[src/ssd_pkg.sv]
package ssd_pkg;

    localparam int DIGIT_COUNT = 4;
    localparam int IDX_W = (DIGIT_COUNT > 1) ? $clog2(DIGIT_COUNT) : 1;
    localparam int CNT_W = $clog2(DIGIT_COUNT + 1);
    localparam int SEL_W = 4;

    localparam logic KIND_RX   = 1'b0;
    localparam logic KIND_TICK = 1'b1;

    localparam logic [7:0] CHAR_CR    = 8'h0d;
    localparam logic [7:0] CHAR_LF    = 8'h0a;
    localparam logic [7:0] CHAR_BLANK = 8'h20;
    localparam logic [7:0] SEG_OFF    = 8'hff;

    typedef struct packed {
        logic       kind;
        logic [7:0] rx_byte;
    } in_item_t;

    typedef struct packed {
        logic             out_kind;
        logic [7:0]       tx_byte;
        logic [SEL_W-1:0] digit_select;
        logic [7:0]       segments;
        logic             last;
    } out_item_t;

    localparam logic [7:0] NUM_SEG [10] = '{
        8'hc0, 8'hf9, 8'ha4, 8'hb0, 8'h99, 8'h92, 8'h82, 8'hd8, 8'h80, 8'h90
    };

    localparam logic [7:0] UPPER_SEG [26] = '{
        8'h88, 8'hff, 8'hc6, 8'hff, 8'h86, 8'h8e, 8'hc2, 8'h89, 8'hcf, 8'he1,
        8'h8a, 8'hc7, 8'hc8, 8'hab, 8'hc0, 8'h8c, 8'h98, 8'haf, 8'h92, 8'h87,
        8'hc1, 8'hc1, 8'hd5, 8'h89, 8'h91, 8'ha4
    };

    localparam logic [7:0] LOWER_SEG [26] = '{
        8'ha0, 8'h83, 8'ha7, 8'ha1, 8'h84, 8'h8e, 8'h90, 8'h8b, 8'hef, 8'hf1,
        8'h8a, 8'hf9, 8'hab, 8'hab, 8'ha3, 8'h8c, 8'h98, 8'haf, 8'h92, 8'h87,
        8'he3, 8'he3, 8'hd5, 8'h89, 8'h91, 8'ha4
    };

    function automatic logic is_digit(input logic [7:0] ch);
        return (ch >= 8'h30) && (ch <= 8'h39);
    endfunction

    function automatic logic is_upper(input logic [7:0] ch);
        return (ch >= 8'h41) && (ch <= 8'h5a);
    endfunction

    function automatic logic is_lower(input logic [7:0] ch);
        return (ch >= 8'h61) && (ch <= 8'h7a);
    endfunction

    function automatic logic is_alnum(input logic [7:0] ch);
        return is_digit(ch) || is_upper(ch) || is_lower(ch);
    endfunction

    function automatic logic [7:0] seg_of(input logic [7:0] ch);
        logic [7:0] seg;
        seg = SEG_OFF;
        if (is_digit(ch))
        begin
            seg = NUM_SEG[4'(ch - 8'h30)];
        end
        else if (is_upper(ch))
        begin
            seg = UPPER_SEG[5'(ch - 8'h41)];
        end
        else if (is_lower(ch))
        begin
            seg = LOWER_SEG[5'(ch - 8'h61)];
        end
        return seg;
    endfunction

endpackage

[src/serial_fed_seven_segment_driver.sv]
// Serial-fed seven-segment driver. Each input transfer is either a received
// byte (kind 0) or a scan tick (kind 1). Every byte is echoed; alphanumerics
// are collected up to DIGIT_COUNT, and a carriage return echoes itself plus a
// newline and latches the collection into the display, newest character on
// digit 0, older ones after it, blanks on the unused digits. A tick steps the
// digit index and gives a one-hot digit select with the active-low segment
// pattern of that digit. All work goes combinationally into a single result
// register, so an item is taken every cycle while results drain; a carriage
// return holds the input until its newline follows the echo into that register.
module serial_fed_seven_segment_driver (
    input  logic               clk,
    input  logic               rst_n,
    input  logic               in_valid,
    output logic               in_ready,
    input  ssd_pkg::in_item_t  in_data,
    output logic               out_valid,
    input  logic               out_ready,
    output ssd_pkg::out_item_t out_data
);
    import ssd_pkg::*;

    logic [7:0]       pend_reg [DIGIT_COUNT];
    logic [CNT_W-1:0] pend_cnt_reg, pend_cnt_next;
    logic [7:0]       shown_reg [DIGIT_COUNT];
    logic [IDX_W-1:0] scan_reg, scan_next;
    logic             out_valid_reg, out_valid_next;
    out_item_t        out_reg, out_next;
    logic             lf_pend_reg, lf_pend_next;

    logic in_xfer;
    logic out_xfer;
    logic is_cr;
    logic collect;
    logic [SEL_W-1:0] sel;

    assign out_xfer  = out_valid_reg && out_ready;
    assign in_ready  = !lf_pend_reg && (!out_valid_reg || out_ready);
    assign in_xfer   = in_valid && in_ready;
    assign is_cr     = (in_data.kind == KIND_RX) && (in_data.rx_byte == CHAR_CR);
    assign collect   = in_xfer && (in_data.kind == KIND_RX) && is_alnum(in_data.rx_byte)
                       && (pend_cnt_reg < CNT_W'(DIGIT_COUNT));
    assign out_valid = out_valid_reg;
    assign out_data  = out_reg;

    // wrap after the last digit
    always_comb
    begin
        if (scan_reg == IDX_W'(DIGIT_COUNT - 1))
        begin
            scan_next = '0;
        end
        else
        begin
            scan_next = scan_reg + 1'b1;
        end
    end

    always_comb
    begin
        for (int b = 0; b < SEL_W; b++)
        begin
            sel[b] = (b < DIGIT_COUNT) && (32'(scan_next) == b);
        end
    end

    always_comb
    begin
        out_next       = out_reg;
        out_valid_next = out_valid_reg;
        lf_pend_next   = lf_pend_reg;
        pend_cnt_next  = pend_cnt_reg;
        if (out_xfer)
        begin
            out_valid_next = 1'b0;
        end
        if (lf_pend_reg && out_xfer)
        begin
            out_next.out_kind     = KIND_RX;
            out_next.tx_byte      = CHAR_LF;
            out_next.digit_select = '0;
            out_next.segments     = '0;
            out_next.last         = 1'b1;
            out_valid_next        = 1'b1;
            lf_pend_next          = 1'b0;
        end
        else if (in_xfer)
        begin
            out_valid_next = 1'b1;
            if (in_data.kind == KIND_TICK)
            begin
                out_next.out_kind     = KIND_TICK;
                out_next.tx_byte      = '0;
                out_next.digit_select = sel;
                out_next.segments     = seg_of(shown_reg[scan_next]);
                out_next.last         = 1'b1;
            end
            else
            begin
                out_next.out_kind     = KIND_RX;
                out_next.tx_byte      = in_data.rx_byte;
                out_next.digit_select = '0;
                out_next.segments     = '0;
                out_next.last         = !is_cr;
                lf_pend_next          = is_cr;
                if (is_cr)
                begin
                    pend_cnt_next = '0;
                end
                else if (collect)
                begin
                    pend_cnt_next = pend_cnt_reg + 1'b1;
                end
            end
        end
    end

    always_ff @(posedge clk or negedge rst_n)
    begin
        if (!rst_n)
        begin
            out_valid_reg <= 1'b0;
            lf_pend_reg   <= 1'b0;
            pend_cnt_reg  <= '0;
            scan_reg      <= '0;
            for (int i = 0; i < DIGIT_COUNT; i++)
            begin
                shown_reg[i] <= '0;
            end
        end
        else
        begin
            out_valid_reg <= out_valid_next;
            lf_pend_reg   <= lf_pend_next;
            pend_cnt_reg  <= pend_cnt_next;
            if (in_xfer && (in_data.kind == KIND_TICK))
            begin
                scan_reg <= scan_next;
            end
            // newest character sits in slot 0, so it lands on digit 0
            if (in_xfer && is_cr)
            begin
                for (int i = 0; i < DIGIT_COUNT; i++)
                begin
                    if (CNT_W'(i) < pend_cnt_reg)
                    begin
                        shown_reg[i] <= pend_reg[i];
                    end
                    else
                    begin
                        shown_reg[i] <= CHAR_BLANK;
                    end
                end
            end
        end
    end

    always_ff @(posedge clk)
    begin
        out_reg <= out_next;
        if (collect)
        begin
            pend_reg[0] <= in_data.rx_byte;
            for (int i = 1; i < DIGIT_COUNT; i++)
            begin
                pend_reg[i] <= pend_reg[i-1];
            end
        end
    end

    assert property (@(posedge clk) disable iff (!rst_n)
        lf_pend_reg |-> (out_valid_reg && !out_reg.last && (out_reg.tx_byte == CHAR_CR)))
        else $error("newline pending without a carriage-return echo held");

    assert property (@(posedge clk) disable iff (!rst_n)
        (in_xfer && is_cr) |=> (out_valid && lf_pend_reg && (pend_cnt_reg == '0)))
        else $error("carriage return did not clear collection or queue newline");

    assert property (@(posedge clk) disable iff (!rst_n)
        pend_cnt_reg <= CNT_W'(DIGIT_COUNT))
        else $error("collection count overflow");

    assert property (@(posedge clk) disable iff (!rst_n)
        (out_valid && (out_data.out_kind == KIND_TICK)) |->
            ($onehot0(out_data.digit_select) && out_data.last))
        else $error("bad display update");

endmodule

[config.mk]
export PLATFORM = sky130hd
export DESIGN_NAME = serial_fed_seven_segment_driver
export DESIGN_NICKNAME = d
export VERILOG_FILES = /design/src/ssd_pkg.sv /design/src/serial_fed_seven_segment_driver.sv
export SDC_FILE = /design/constraint.sdc
export NUM_CORES = 1
export LEC_CHECK = 0
export BUFFER_PORTS_ARGS = -buffer_cell sky130_fd_sc_hd__buf_2
export CAP_MARGIN = 25
export CORE_MARGIN = 2
export CORE_UTILIZATION = 60
export CTS_CLUSTER_DIAMETER = 150
export DETAILED_ROUTE_END_ITERATION = 12
export PLACE_DENSITY = 0.8
export SLEW_MARGIN = 40
export SYNTH_ARGS = -nofsm -noshare
export SYNTH_HDL_FRONTEND = slang
export SYNTH_SLANG_ARGS = --single-unit
[constraint.sdc]
create_clock -name clk -period 4.5 [get_ports clk]
set_input_delay 0.9 -clock clk [delete_from_list [all_inputs] [get_ports clk]]
set_output_delay 0.9 -clock clk [all_outputs]
set_load 0.05 [all_outputs]
# == Word-level counts from Yosys, hierarchy flattened ==
# Memory sizes are Yosys's and may differ from the RTL's.
# Index checks and enable logic that the tools add are counted.
# classes
add_sub_neg,5
magnitude_cmp,21
n_eq_ne,6
n_mux,28
bitwise,6
n_reduce_logical,28
# op_table
operator,n
$mux W8,15
$ge A8 B7 Y1 const B,4
$le A8 B7 Y1 const B,4
$mux W22,1
$bmux W8 S2,1
$ge A8 B6 Y1 const B,2
$le A8 B6 Y1 const B,2
$logic_and A1 B1 Y1,16
$ge A6 B6 Y1 const B,2
$not A5 Y6,2
$sub A5 B1 Y5 const B,2
$eq A8 B4 Y1 const B,1
$mux W1,8
$eq A2 B2 Y1 const B,3
$lt A1 B3 Y1 const A,2
$lt A2 B3 Y1 const A,2
$mux W3,2
$ge A5 B5 Y1 const B,1
$not A4 Y5,1
$reduce_and A4 Y1,1
$reduce_bool A2 Y1,2
$sub A4 B1 Y4 const B,1
$add A3 B1 Y3 const B,1
$ge A3 B3 Y1 const B,1
12 further kinds,17
# totals
regBits,61
ramBits,32
romBits,640
inputBits,13
elab_cells,111
memories,4
# mem_list
name,depth,word_bits,read_ports,rd_ports_with_merged_regs,write_ports,line_no,rtl
(no name shown),32,8,1,0,0,ssd_pkg.sv:74,seg = LOWER_SEG[5'(ch - 8'h61)];
(no name shown),32,8,1,0,0,ssd_pkg.sv:70,seg = UPPER_SEG[5'(ch - 8'h41)];
(no name shown),16,8,1,0,0,ssd_pkg.sv:66,seg = NUM_SEG[4'(ch - 8'h30)];
pend_reg,4,8,4,0,4,serial_fed_seven_segment_driver.sv:22,logic [7:0] pend_reg [DIGIT_COUNT];

# == Depth between registers and ports, before layout ==
# Gate-level depths: netlist (run 1).
# logic_depth
ltp_word,15
ltp_mapped,18

# == Least setup slack after synthesis (run 1) ==
# Ideal clock, no wire load.
# synth_timing
path_type,input port to flip-flop
from,in out_ready
to,reg pend_cnt_reg[0]
arrival_time_ns,4.958
t_required_ns,4.418
path_slack_ns,-0.540
cell_stages,5
n_path_buf,0
path_cell_list,inv_1 a21oi_1 nand2_1 nor3_1 mux2_2
# synth_via
elab_chain_len,8
word_cells_on_any_way,11
classes_between,bitwise: 1; reduce/logical: 10
# synth_lines
item,line_no,rtl
from (decl),serial_fed_seven_segment_driver.sv:17,"input logic out_ready,"
$logic_or A1 B1 Y1,serial_fed_seven_segment_driver.sv:37,assign in_ready = !lf_pend_reg && (!out_valid_reg || out_ready);
$logic_and A1 B1 Y1,serial_fed_seven_segment_driver.sv:37,
net in_ready,serial_fed_seven_segment_driver.sv:14,"output logic in_ready,"
$logic_and A1 B1 Y1,serial_fed_seven_segment_driver.sv:38,assign in_xfer = in_valid && in_ready;
$logic_and A1 B1 Y1 (2 in a row),serial_fed_seven_segment_driver.sv:40,assign collect = in_xfer && (in_data.kind == KIND_RX) && is_alnum(in_data.rx_byte)
$logic_and A1 B1 Y1,serial_fed_seven_segment_driver.sv:41,&& (pend_cnt_reg < CNT_W'(DIGIT_COUNT));
net collect,serial_fed_seven_segment_driver.sv:33,logic collect;
$reduce_bool A2 Y1 (no source line),-,
$reduce_and A4 Y1 (no source line),-,
to (signal assigned),serial_fed_seven_segment_driver.sv:134,pend_cnt_reg <= pend_cnt_next;
to (decl),serial_fed_seven_segment_driver.sv:23,"logic [CNT_W-1:0] pend_cnt_reg, pend_cnt_next;"
# The timed path passes the listed nets, and every way through them passes these cells.
# A chain may end at the register's enable or synchronous reset.

# == Worst setup path after layout (run 1) ==
# layout_timing
from,reg scan_reg[0]
to,"reg out_reg, in the netlist out_data[2]"
# layout_via
elab_chain_len,15
word_cells_on_any_way,35
classes_between,add/sub: 4; order compare: 6; eq/ne: 1; mux: 14; bitwise: 4; reduce/logical: 3; memory: 3
# layout_lines
item,line_no,rtl
from (decl),serial_fed_seven_segment_driver.sv:25,"logic [IDX_W-1:0] scan_reg, scan_next;"
from (signal assigned),serial_fed_seven_segment_driver.sv:137,scan_reg <= scan_next;
$add A2 B1 Y2 / $eq A2 B2 Y1 (equally long branches),"serial_fed_seven_segment_driver.sv:54, serial_fed_seven_segment_driver.sv:48",
$mux W2 (*),serial_fed_seven_segment_driver.sv:48,if (scan_reg == IDX_W'(DIGIT_COUNT - 1))
$not A2 Y3 (not written as such) (*),serial_fed_seven_segment_driver.sv:94,out_next.segments = seg_of(shown_reg[scan_next]);
$bmux W8 S2 (*),serial_fed_seven_segment_driver.sv:94,
$mux W8 (not written as such) (*) (2 in a row),serial_fed_seven_segment_driver.sv:94,
$sub A5 B1 Y5,"ssd_pkg.sv:70, ssd_pkg.sv:74",
$not A5 Y6 (not written as such),"ssd_pkg.sv:70, ssd_pkg.sv:74",
$mem_v2 Z32 W8,-,
$mux W8 (not written as such) (2 in a row),ssd_pkg.sv:74,
$mux W8,ssd_pkg.sv:72,else if (is_lower(ch))
$mux W8,ssd_pkg.sv:68,else if (is_upper(ch))
$mux W8 (*),ssd_pkg.sv:64,if (is_digit(ch))
$mux W22 (*),serial_fed_seven_segment_driver.sv:89,if (in_data.kind == KIND_TICK)
to (signal assigned),serial_fed_seven_segment_driver.sv:159,out_reg <= out_next;
to (decl),serial_fed_seven_segment_driver.sv:27,"out_item_t out_reg, out_next;"
# Every way passes the cells marked *; elsewhere a longest branch is shown, timed or not. The select of a mux whose other input is x is not followed.

==> results_dict.tcl, run 1 <==
set metrics [dict create \
    numCtsBuffers 9 \
    grt_use_total 0.288 \
    cpPeakStageDelay_ns 0.68 \
    final.period_utilization 0.893 \
    clk_latency_ns 0.36 \
    synth_cell_types 68 \
    final_nets 586 \
    maxCapViolCount 0 \
    arrival_ns 4.27 \
    cts_htree_levels 3 \
    yosysWarningCount 0 \
    synth.most_common_cell "nand2_1" \
    synth_area_um2 5060 \
    p_per_area_nw_per_um2 532 \
    antenna_cells 0 \
    status "completed" \
    hpwlAfterDp_mm 8.99 \
    cts_tree "yes" \
    maxSlewViolCount 0 \
    clock_path_buffers 2 \
    grt_overflow 0 \
    vdd_ir_drop_max_uv 381 \
    netlist_instances 534 \
    num_rows 33 \
    pin_count 37 \
    setup_violations 0 \
    async_flop_share 0.424 \
    drtIter0Drc 288 \
    finalWorstSetupSlack_ns 0.481 \
    cts.hold.buffers_added 0 \
    dieWidth_um 95.8 \
    cts_setup_buffers 0 \
    yosysTopAreaCellShare 0.193 \
    die_area_um2 9190 \
    synth_area_leader_cell "dfrtp_1" \
    cp_slowest_cell "mux4_2" \
    vias_per_cell 6.32 \
    synth.area.top_cells "dfrtp_1, edfxtp_1, dfxtp_1" \
    rsz0062_at_grt "false" \
    root_buffer "clkbuf_8" \
    grt_pass1_wl_mm 20.0 \
    post_cts_resized 0 \
    fillers 652 \
    hold_path.class "reg2reg" \
    pre_cts_ws_ns 0.530 \
    finalCoreUtilization 0.668 \
    ys_ff_latch 92 \
    end_kind "register" \
    synth_nets 563 \
    synthFlopType "dfrtp_1" \
    crit_fanout 13 \
    drt-total-wl_mm 12.5 \
    wl_per_cell_um 18.8 \
    synth-seq-area-share 0.466 \
    synthTopCellsByCount "nand2_1, o21ai_0, dfrtp_1" \
    die_h_um 95.8 \
    routed-via-count 4216 \
    finalHoldViolCount 0 \
    dr.pass1.iters 5 \
    path_cells "ha_1, nor2_2, mux4_2, clkinv_4, ha_1, inv_1, ha_1, clkinv_1, mux2i_1, nand3_1, a21oi_1, a2111oi_0, o41ai_1" \
    antenna_found_initial 0 \
    grt_pass1_vias 3945 \
    final_antenna_net_count 0 \
    worstSetupPathType "reg2reg" \
    stdcell_area_um2 5490 \
    path_clk_slew_ns 0.10 \
    areaGrowthSynthToFinish_pct 8.48 \
    cts.sinks 92 \
    tightestPinTransition_ns 0.785 \
    grt_max_degree 67 \
    core-area_um2 8220 \
    hold_slack_ns 0.457 \
    leakagePower_nw 2.25 \
    fmax_mhz 249 \
    skew_ns 0.0196 \
    placed_area_um2 5300 \
    numPortBuffers 36 \
    drc_errors 0 \
    max_slew_margin 0.473 \
    post-route-min-period_ns 4.02 \
    start_util 0.616 \
    finalSetupTns_ns 0 \
    cp_data_required_time_ns 4.75 \
    syn_area_per_cell_um2 9.48 \
    gp_congestion 1.03 \
    drive_gt1_frac 0.155 \
    crit_path_frequent_cell "ha_1" \
    worstSetupStartpointType "register" \
    synth_edf_count 32 \
]
==> layout by cell type (no fill, tap or decap), types with 9 or more instances in the layout <==
cell type and count:
ha_1 16, nor2_1 17, buf_4 12, o21ai_0 47
edfxtp_1 32, buf_2 35, clkbuf_8 9, nand2_1 111
dfxtp_1 21, inv_1 16, nand3_1 26, dfrtp_1 39
a21oi_1 30
==> critical path: cells and delay by family, from the launching register on <==
family	cells	cell delay, ns
buffers and inverters	3	0.64
multiplexers	2	0.92
adder cells (fa/ha/maj)	3	0.99
AND/OR/NAND/NOR	2	0.25
AO/OA/AOI/OAI	3	0.64
flip-flops	1	0.47
==> metrics by stage <==
stage | total power, mW | instances
6_report | 2.92 | 667
5_1_grt | 3.08 | 667
4_1_cts | 2.92 | 667
3_5_place_dp | 2.39 | 651
3_3_place_gp | 2.37 | 651
2_1_floorplan | 2.10 | 534
==> worst paths after layout <==
| path | cells after the start | slack [ns] | endpoint | start |
|---|---|---|---|---|
| max in group asynchronous | 1 | 3.64 | shown_reg[1] | rst_n |
| worst max register to register | 13 | 0.48 | out_data[2] | scan_reg[0] |
| min in group asynchronous | 1 | 0.50 | shown_reg[20] | rst_n |
| worst max-delay path | 13 | 0.48 | out_data[2] | scan_reg[0] |
| worst min-delay path | 2 | 0.46 | out_data[12] | out_data[12] |
| worst min register to register | 2 | 0.46 | out_data[12] | out_data[12] |
==> where the power goes <==
group	internal, mW	switching (mW)	total, mW
clock network	0.214	0.321	0.536
registers	0.967	0.0864	1.05
logic	0.425	0.905	1.33
total	1.61	1.31	2.92
==> routing by layer <==
metal | vias to the layer above | routed length [um] | GRT usage
met3 | 29 | 730 | 0.0564
met4 | 0 | 319 | 0.115
met1 | 2041 | 5310 | 0.377
met2 | 154 | 6170 | 0.474
met5 | - | 0 | 0
li1 | 1992 | - | -
==> logic make-up (layout without fill, tap and decap cells) <==
logic type,Yosys count,after routing,synth area share
AOI/OAI and AO/OA,147,147,0.190
xor gates and xnor gates,1,1,0.00445
adders and majority gates,16,16,0.0396
buffers and inverters,54,82,0.0492
DFF,92,92,0.466
muxes,21,21,0.0655
and+or+nand+nor,203,203,0.186
==> cell type report <==
cell class / count / area (um2) / share of cell area
flip-flops and latches: 92 / 2360 / 0.429
inverters: 19 / 76.3 / 0.0139
well taps: 105 / 131 / 0.0239
multi-input cells: 388 / 2470 / 0.450
clock buffers: 9 / 124 / 0.0226
repair buffers: 47 / 265 / 0.0483
clock inverters: 7 / 67.6 / 0.0123
Note: power is estimated with default switching activity, not from simulation.
==> run 2, diff against run 1 <==
Settings changed: SETUP_SLACK_MARGIN set to 0.5.
==> results_dict.tcl, run 2 (synthesized netlist as in run 1, its figures left out) <==
set metrics [dict create \
    finalHoldViolCount 0 \
    grt_overflow 0 \
    fmax_mhz 261 \
    antenna_cells 0 \
    mostFrequentLayoutCells "nand2_1, o21ai_0, dfrtp_1" \
    worstSetupPathType "reg2reg" \
    final_cells 675 \
    leakagePower_nw 2.30 \
    crit_fanout 16 \
    placed_area_um2 5310 \
    path_clk_slew_ns 0.10 \
    layout_commonest_cell "nand2_1" \
    critPathBufInv 2 \
    dieWidth_um 95.8 \
    drc_errors 0 \
    status "completed" \
    core-area_um2 8220 \
    num_rows 33 \
    drtIter0Drc 339 \
    cp_data_required_time_ns 4.81 \
    grt_pass1_vias 4039 \
    final_antenna_net_count 0 \
    root_buffer "clkbuf_8" \
    stdcell_area_um2 5590 \
    worstSetupStartpointType "register" \
    post-place-cells 652 \
    cts_htree_levels 3 \
    hpwlAfterDp_mm 8.72 \
    die_area_um2 9190 \
    antenna_found_initial 0 \
    wl_per_cell_um 18.7 \
    end_kind "register" \
    maxCapViolCount 0 \
    vdd_ir_drop_max_uv 436 \
    vias_per_cell 6.41 \
    hold_path.class "reg2reg" \
    numPortBuffers 36 \
    grt_pass1_wl_mm 20.0 \
    max_slew_margin 0.400 \
    post-route-min-period_ns 3.84 \
    drt-total-wl_mm 12.6 \
    reg2reg_depth 11 \
    fillers 614 \
    dr.pass1.iters 5 \
    die_h_um 95.8 \
    pin_count 37 \
    areaGrowthSynthToFinish_pct 10.4 \
    finalCoreUtilization 0.680 \
    critPathTopFamily "simple AND/OR/NAND/NOR gates" \
    cts_tree "yes" \
    rsz0062_at_grt "false" \
    routed-via-count 4326 \
    gp_congestion 0.966 \
    start_util 0.616 \
    skew_ns 0.0110 \
    grt_use_total 0.289 \
    numCtsBuffers 9 \
    setup_violations 0 \
    final.period_utilization 0.853 \
    drive_gt1_frac 0.170 \
    cp_slowest_cell "or4_4" \
    tightestPinTransition_ns 0.886 \
    maxSlewViolCount 0 \
    crit_path_frequent_cell "ha_1" \
    finalWorstSetupSlack_ns 0.662 \
    finalSetupTns_ns 0 \
    grt_max_degree 67 \
    pre_cts_ws_ns 0.555 \
    holdPathStages 2 \
    clk_latency_ns 0.36 \
    clock_path_buffers 2 \
    crit_cells 11 \
    cts.sinks 92 \
    path_cells "ha_1, or2_1, mux4_2, buf_4, inv_2, ha_1, a211oi_2, or4_4, mux2_1, o311ai_1, a32o_1" \
    cpPeakStageDelay_ns 0.63 \
    final_nets 594 \
    arrival_ns 4.15 \
    p_per_area_nw_per_um2 533 \
]
-- run 2: timing repair --
item	4_1_cts	5_1_grt
endpoints found under the hold margin	0	0
hold buffers	0	0
setup buffers	0	6
resized for setup	0	2
endpoints found under the setup margin	0	4
-- run 2: tightest hold or removal path, cell delays in order, from the launching register on --
cell     delay, ns
dfxtp_1       0.32
nand2_1       0.05
a21oi_1       0.05
-- run 2: power by group --
part | switching, mW | leakage [nW] | internal (mW)
clock | 0.313 | 0.0986 | 0.230
combinational | 0.937 | 1.21 | 0.442
sequential | 0.0882 | 0.998 | 0.967
-- run 2: final cells by class --
cell class              instances  area, um2  area share
clock buffers                  10        138      0.0246
clock inverters                 6       61.3      0.0110
inverters                      19       80.1      0.0143
multi-input cells             389       2500       0.448
flip-flops and latches         92       2360       0.422
well taps                     105        131      0.0235
repair buffers                 54        318      0.0569
-- run 2: routing by layer --
layer / GRT usage / part of all wire / vias to the layer above
met2: 0.460 / 0.48 / 217
met1: 0.375 / 0.41 / 2045
met4: 0.138 / 0.039 / 0
li1: - / - / 2018
met3: 0.0666 / 0.080 / 46
met5: 0 / 0 / -
-- run 2: per-stage QoR --
stage,total power [mW],hold slack (ns)
finish,2.98,0.457
global route,3.14,0.472
CTS,2.95,0.456
detailed placement,2.41,0.434
global placement,2.40,0.428
floorplan,2.10,0.426
-- run 2: path summary, 6_finish.rpt --
kind | end | start | slack, ns
worst max-delay path | out_data[7] | scan_reg[0] | 0.66
worst min-delay path | out_data[11] | out_data[11] | 0.46
worst max register to register | out_data[7] | scan_reg[0] | 0.66
worst min register to register | out_data[11] | out_data[11] | 0.46
max in group asynchronous | out_valid | rst_n | 3.65
min in group asynchronous | shown_reg[12] | rst_n | 0.50
==> run 3, diff against run 2 <==
Settings changed: BUFFER_PORTS_ARGS -buffer_cell sky130_fd_sc_hd__buf_2 to -buffer_cell sky130_fd_sc_hd__buf_4, CORE_ASPECT_RATIO set to 1.5.
==> results_dict.tcl, run 3 (synthesized netlist as in run 1, its figures left out) <==
set metrics [dict create \
    die_h_um 116 \
    seqPwrFrac 0.324 \
    post-place-cells 654 \
    pin_count 37 \
    max_slew_margin 0.453 \
    antenna_cells 0 \
    die_area_um2 9200 \
    finalSetupTns_ns 0 \
    cts.sinks 92 \
    post-route-min-period_ns 3.88 \
    holdPathStages 0 \
    core-area_um2 8310 \
    cp_data_required_time_ns 4.74 \
    holdPathEnd "pend_reg[2][0]" \
    p_sw_mw 1.38 \
    end_kind "register" \
    stdcell_area_um2 5700 \
    status "completed" \
    cp_slowest_cell "mux4_2" \
    maxCapViolCount 0 \
    grt_max_degree 67 \
    path_cells "ha_1, nor2_4, mux4_2, clkinv_4, ha_2, inv_1, ha_1, clkinv_1, mux2i_1, nand3_1, a21oi_1, a2111oi_0, o41ai_1" \
    path_clk_slew_ns 0.07 \
    drive_gt1_frac 0.158 \
    reg2reg_depth 13 \
    clk_latency_ns 0.34 \
    drtIter0Drc 337 \
    routed-via-count 4317 \
    maxSlewViolCount 0 \
    switching_share 0.423 \
    mostFrequentLayoutCells "nand2_1, buf_4, o21ai_0" \
    r2r-start "scan_reg[0]" \
    hpwlAfterDp_mm 10.1 \
    grt_overflow 0 \
    finalWorstSetupSlack_ns 0.619 \
    r2r_end "out_data[2]" \
    grt_pass1_wl_mm 22.4 \
    share_comb_of_total_power 0.447 \
    grt_pass1_vias 4242 \
    worstSetupPathType "reg2reg" \
    drt-total-wl_mm 14.2 \
    p_clk_frac 0.229 \
    clock_path_buffers 2 \
    numPortBuffers 36 \
    finalCoreUtilization 0.686 \
    wl_per_cell_um 21.3 \
    hold_path.class "reg2reg" \
    antenna_found_initial 0 \
    hold_slack_ns 0.449 \
    cpPeakStageDelay_ns 0.68 \
    setup_violations 0 \
    num_rows 41 \
    vdd_ir_drop_max_uv 485 \
    placed_area_um2 5400 \
    start_util 0.609 \
    pre_cts_ws_ns 0.568 \
    areaGrowthSynthToFinish_pct 12.7 \
    leakagePower_nw 2.32 \
    cts_htree_levels 3 \
    finalHoldViolCount 0 \
    crit_fanout 13 \
    fillers 642 \
    crit_path_frequent_cell "ha_1" \
    cts_tree "yes" \
    final_cells 670 \
    cts.hold.buffers_added 0 \
    skew_ns 0.00664 \
    hp-start "pend_reg[1][0]" \
    r2r_setup_slack_ns 0.62 \
    final_antenna_net_count 0 \
    p_int_mw 1.89 \
    p_total_mw 3.27 \
    root_buffer "clkbuf_16" \
    fmax_mhz 258 \
    final_nets 587 \
    rsz0062_at_grt "true" \
    arrival_ns 4.12 \
    vias_per_cell 6.44 \
    p_per_area_nw_per_um2 574 \
    grt_use_total 0.328 \
    numCtsBuffers 9 \
    layout_commonest_cell "nand2_1" \
    dr.pass1.iters 5 \
    worstSetupStartpointType "register" \
    drc_errors 0 \
    gp_congestion 0.956 \
    final.period_utilization 0.863 \
    tightestPinTransition_ns 0.818 \
    dieWidth_um 79.0 \
]
run 3: changes by cell type in the layout (fill, tap and decap cells not counted), moves of 9 or more:
cell and change:
buf_4 +29, buf_2 -35, clkbuf_16 +10, clkbuf_8 -9
run 3: worst max-delay path: cells and delay by family, from the launching register on:
kind	cells	cell delay, ns
flops	1	0.47
compound gates	3	0.60
simple gates	2	0.25
buf+inv	3	0.60
mux	2	0.94
fa+ha+maj	3	0.91
run 3: final cells by class:
cell class,instances,area [um2],area share
multi-input combinational,388,2480,0.434
sequential,92,2360,0.413
timing repair buffer,48,360,0.0632
clock buffer,12,268,0.0470
tap,107,134,0.0235
inverter,19,76.3,0.0134
clock inverter,4,30.0,0.00527
run 3: worst max path at each step:
stage,start,to,slack [ns]
2_1_floorplan,scan_reg[0],out_data[4],0.53
3_3_place_gp,scan_reg[0],out_data[2],0.68
3_5_place_dp,scan_reg[0],out_data[2],0.57
4_1_cts,scan_reg[0],out_data[2],0.54
5_1_grt,scan_reg[0],out_data[2],0.43
6_report,scan_reg[0],out_data[2],0.62
run 3: metal layers:
layer  wire length [um]  global-route usage
met5                  0                   0
met3                770              0.0479
met1               5030               0.355
met2               7750               0.610
met4                692               0.180
run 3: power by group through the flow:
stage / clock, mW / combinational, mW / sequential (mW)
after detailed placement: 0 / 1.44 / 1.07
final: 0.751 / 1.46 / 1.06
after global routing: 0.789 / 1.56 / 1.07
after floorplan: 0 / 0.807 / 1.30
after global placement: 0 / 1.43 / 1.07
after CTS: 0.751 / 1.45 / 1.06
run 3: timing repair:
action                                  CTS  global route
gates resized for setup                   0             2
buffers inserted                          0             0
endpoints found under the setup margin    0             6
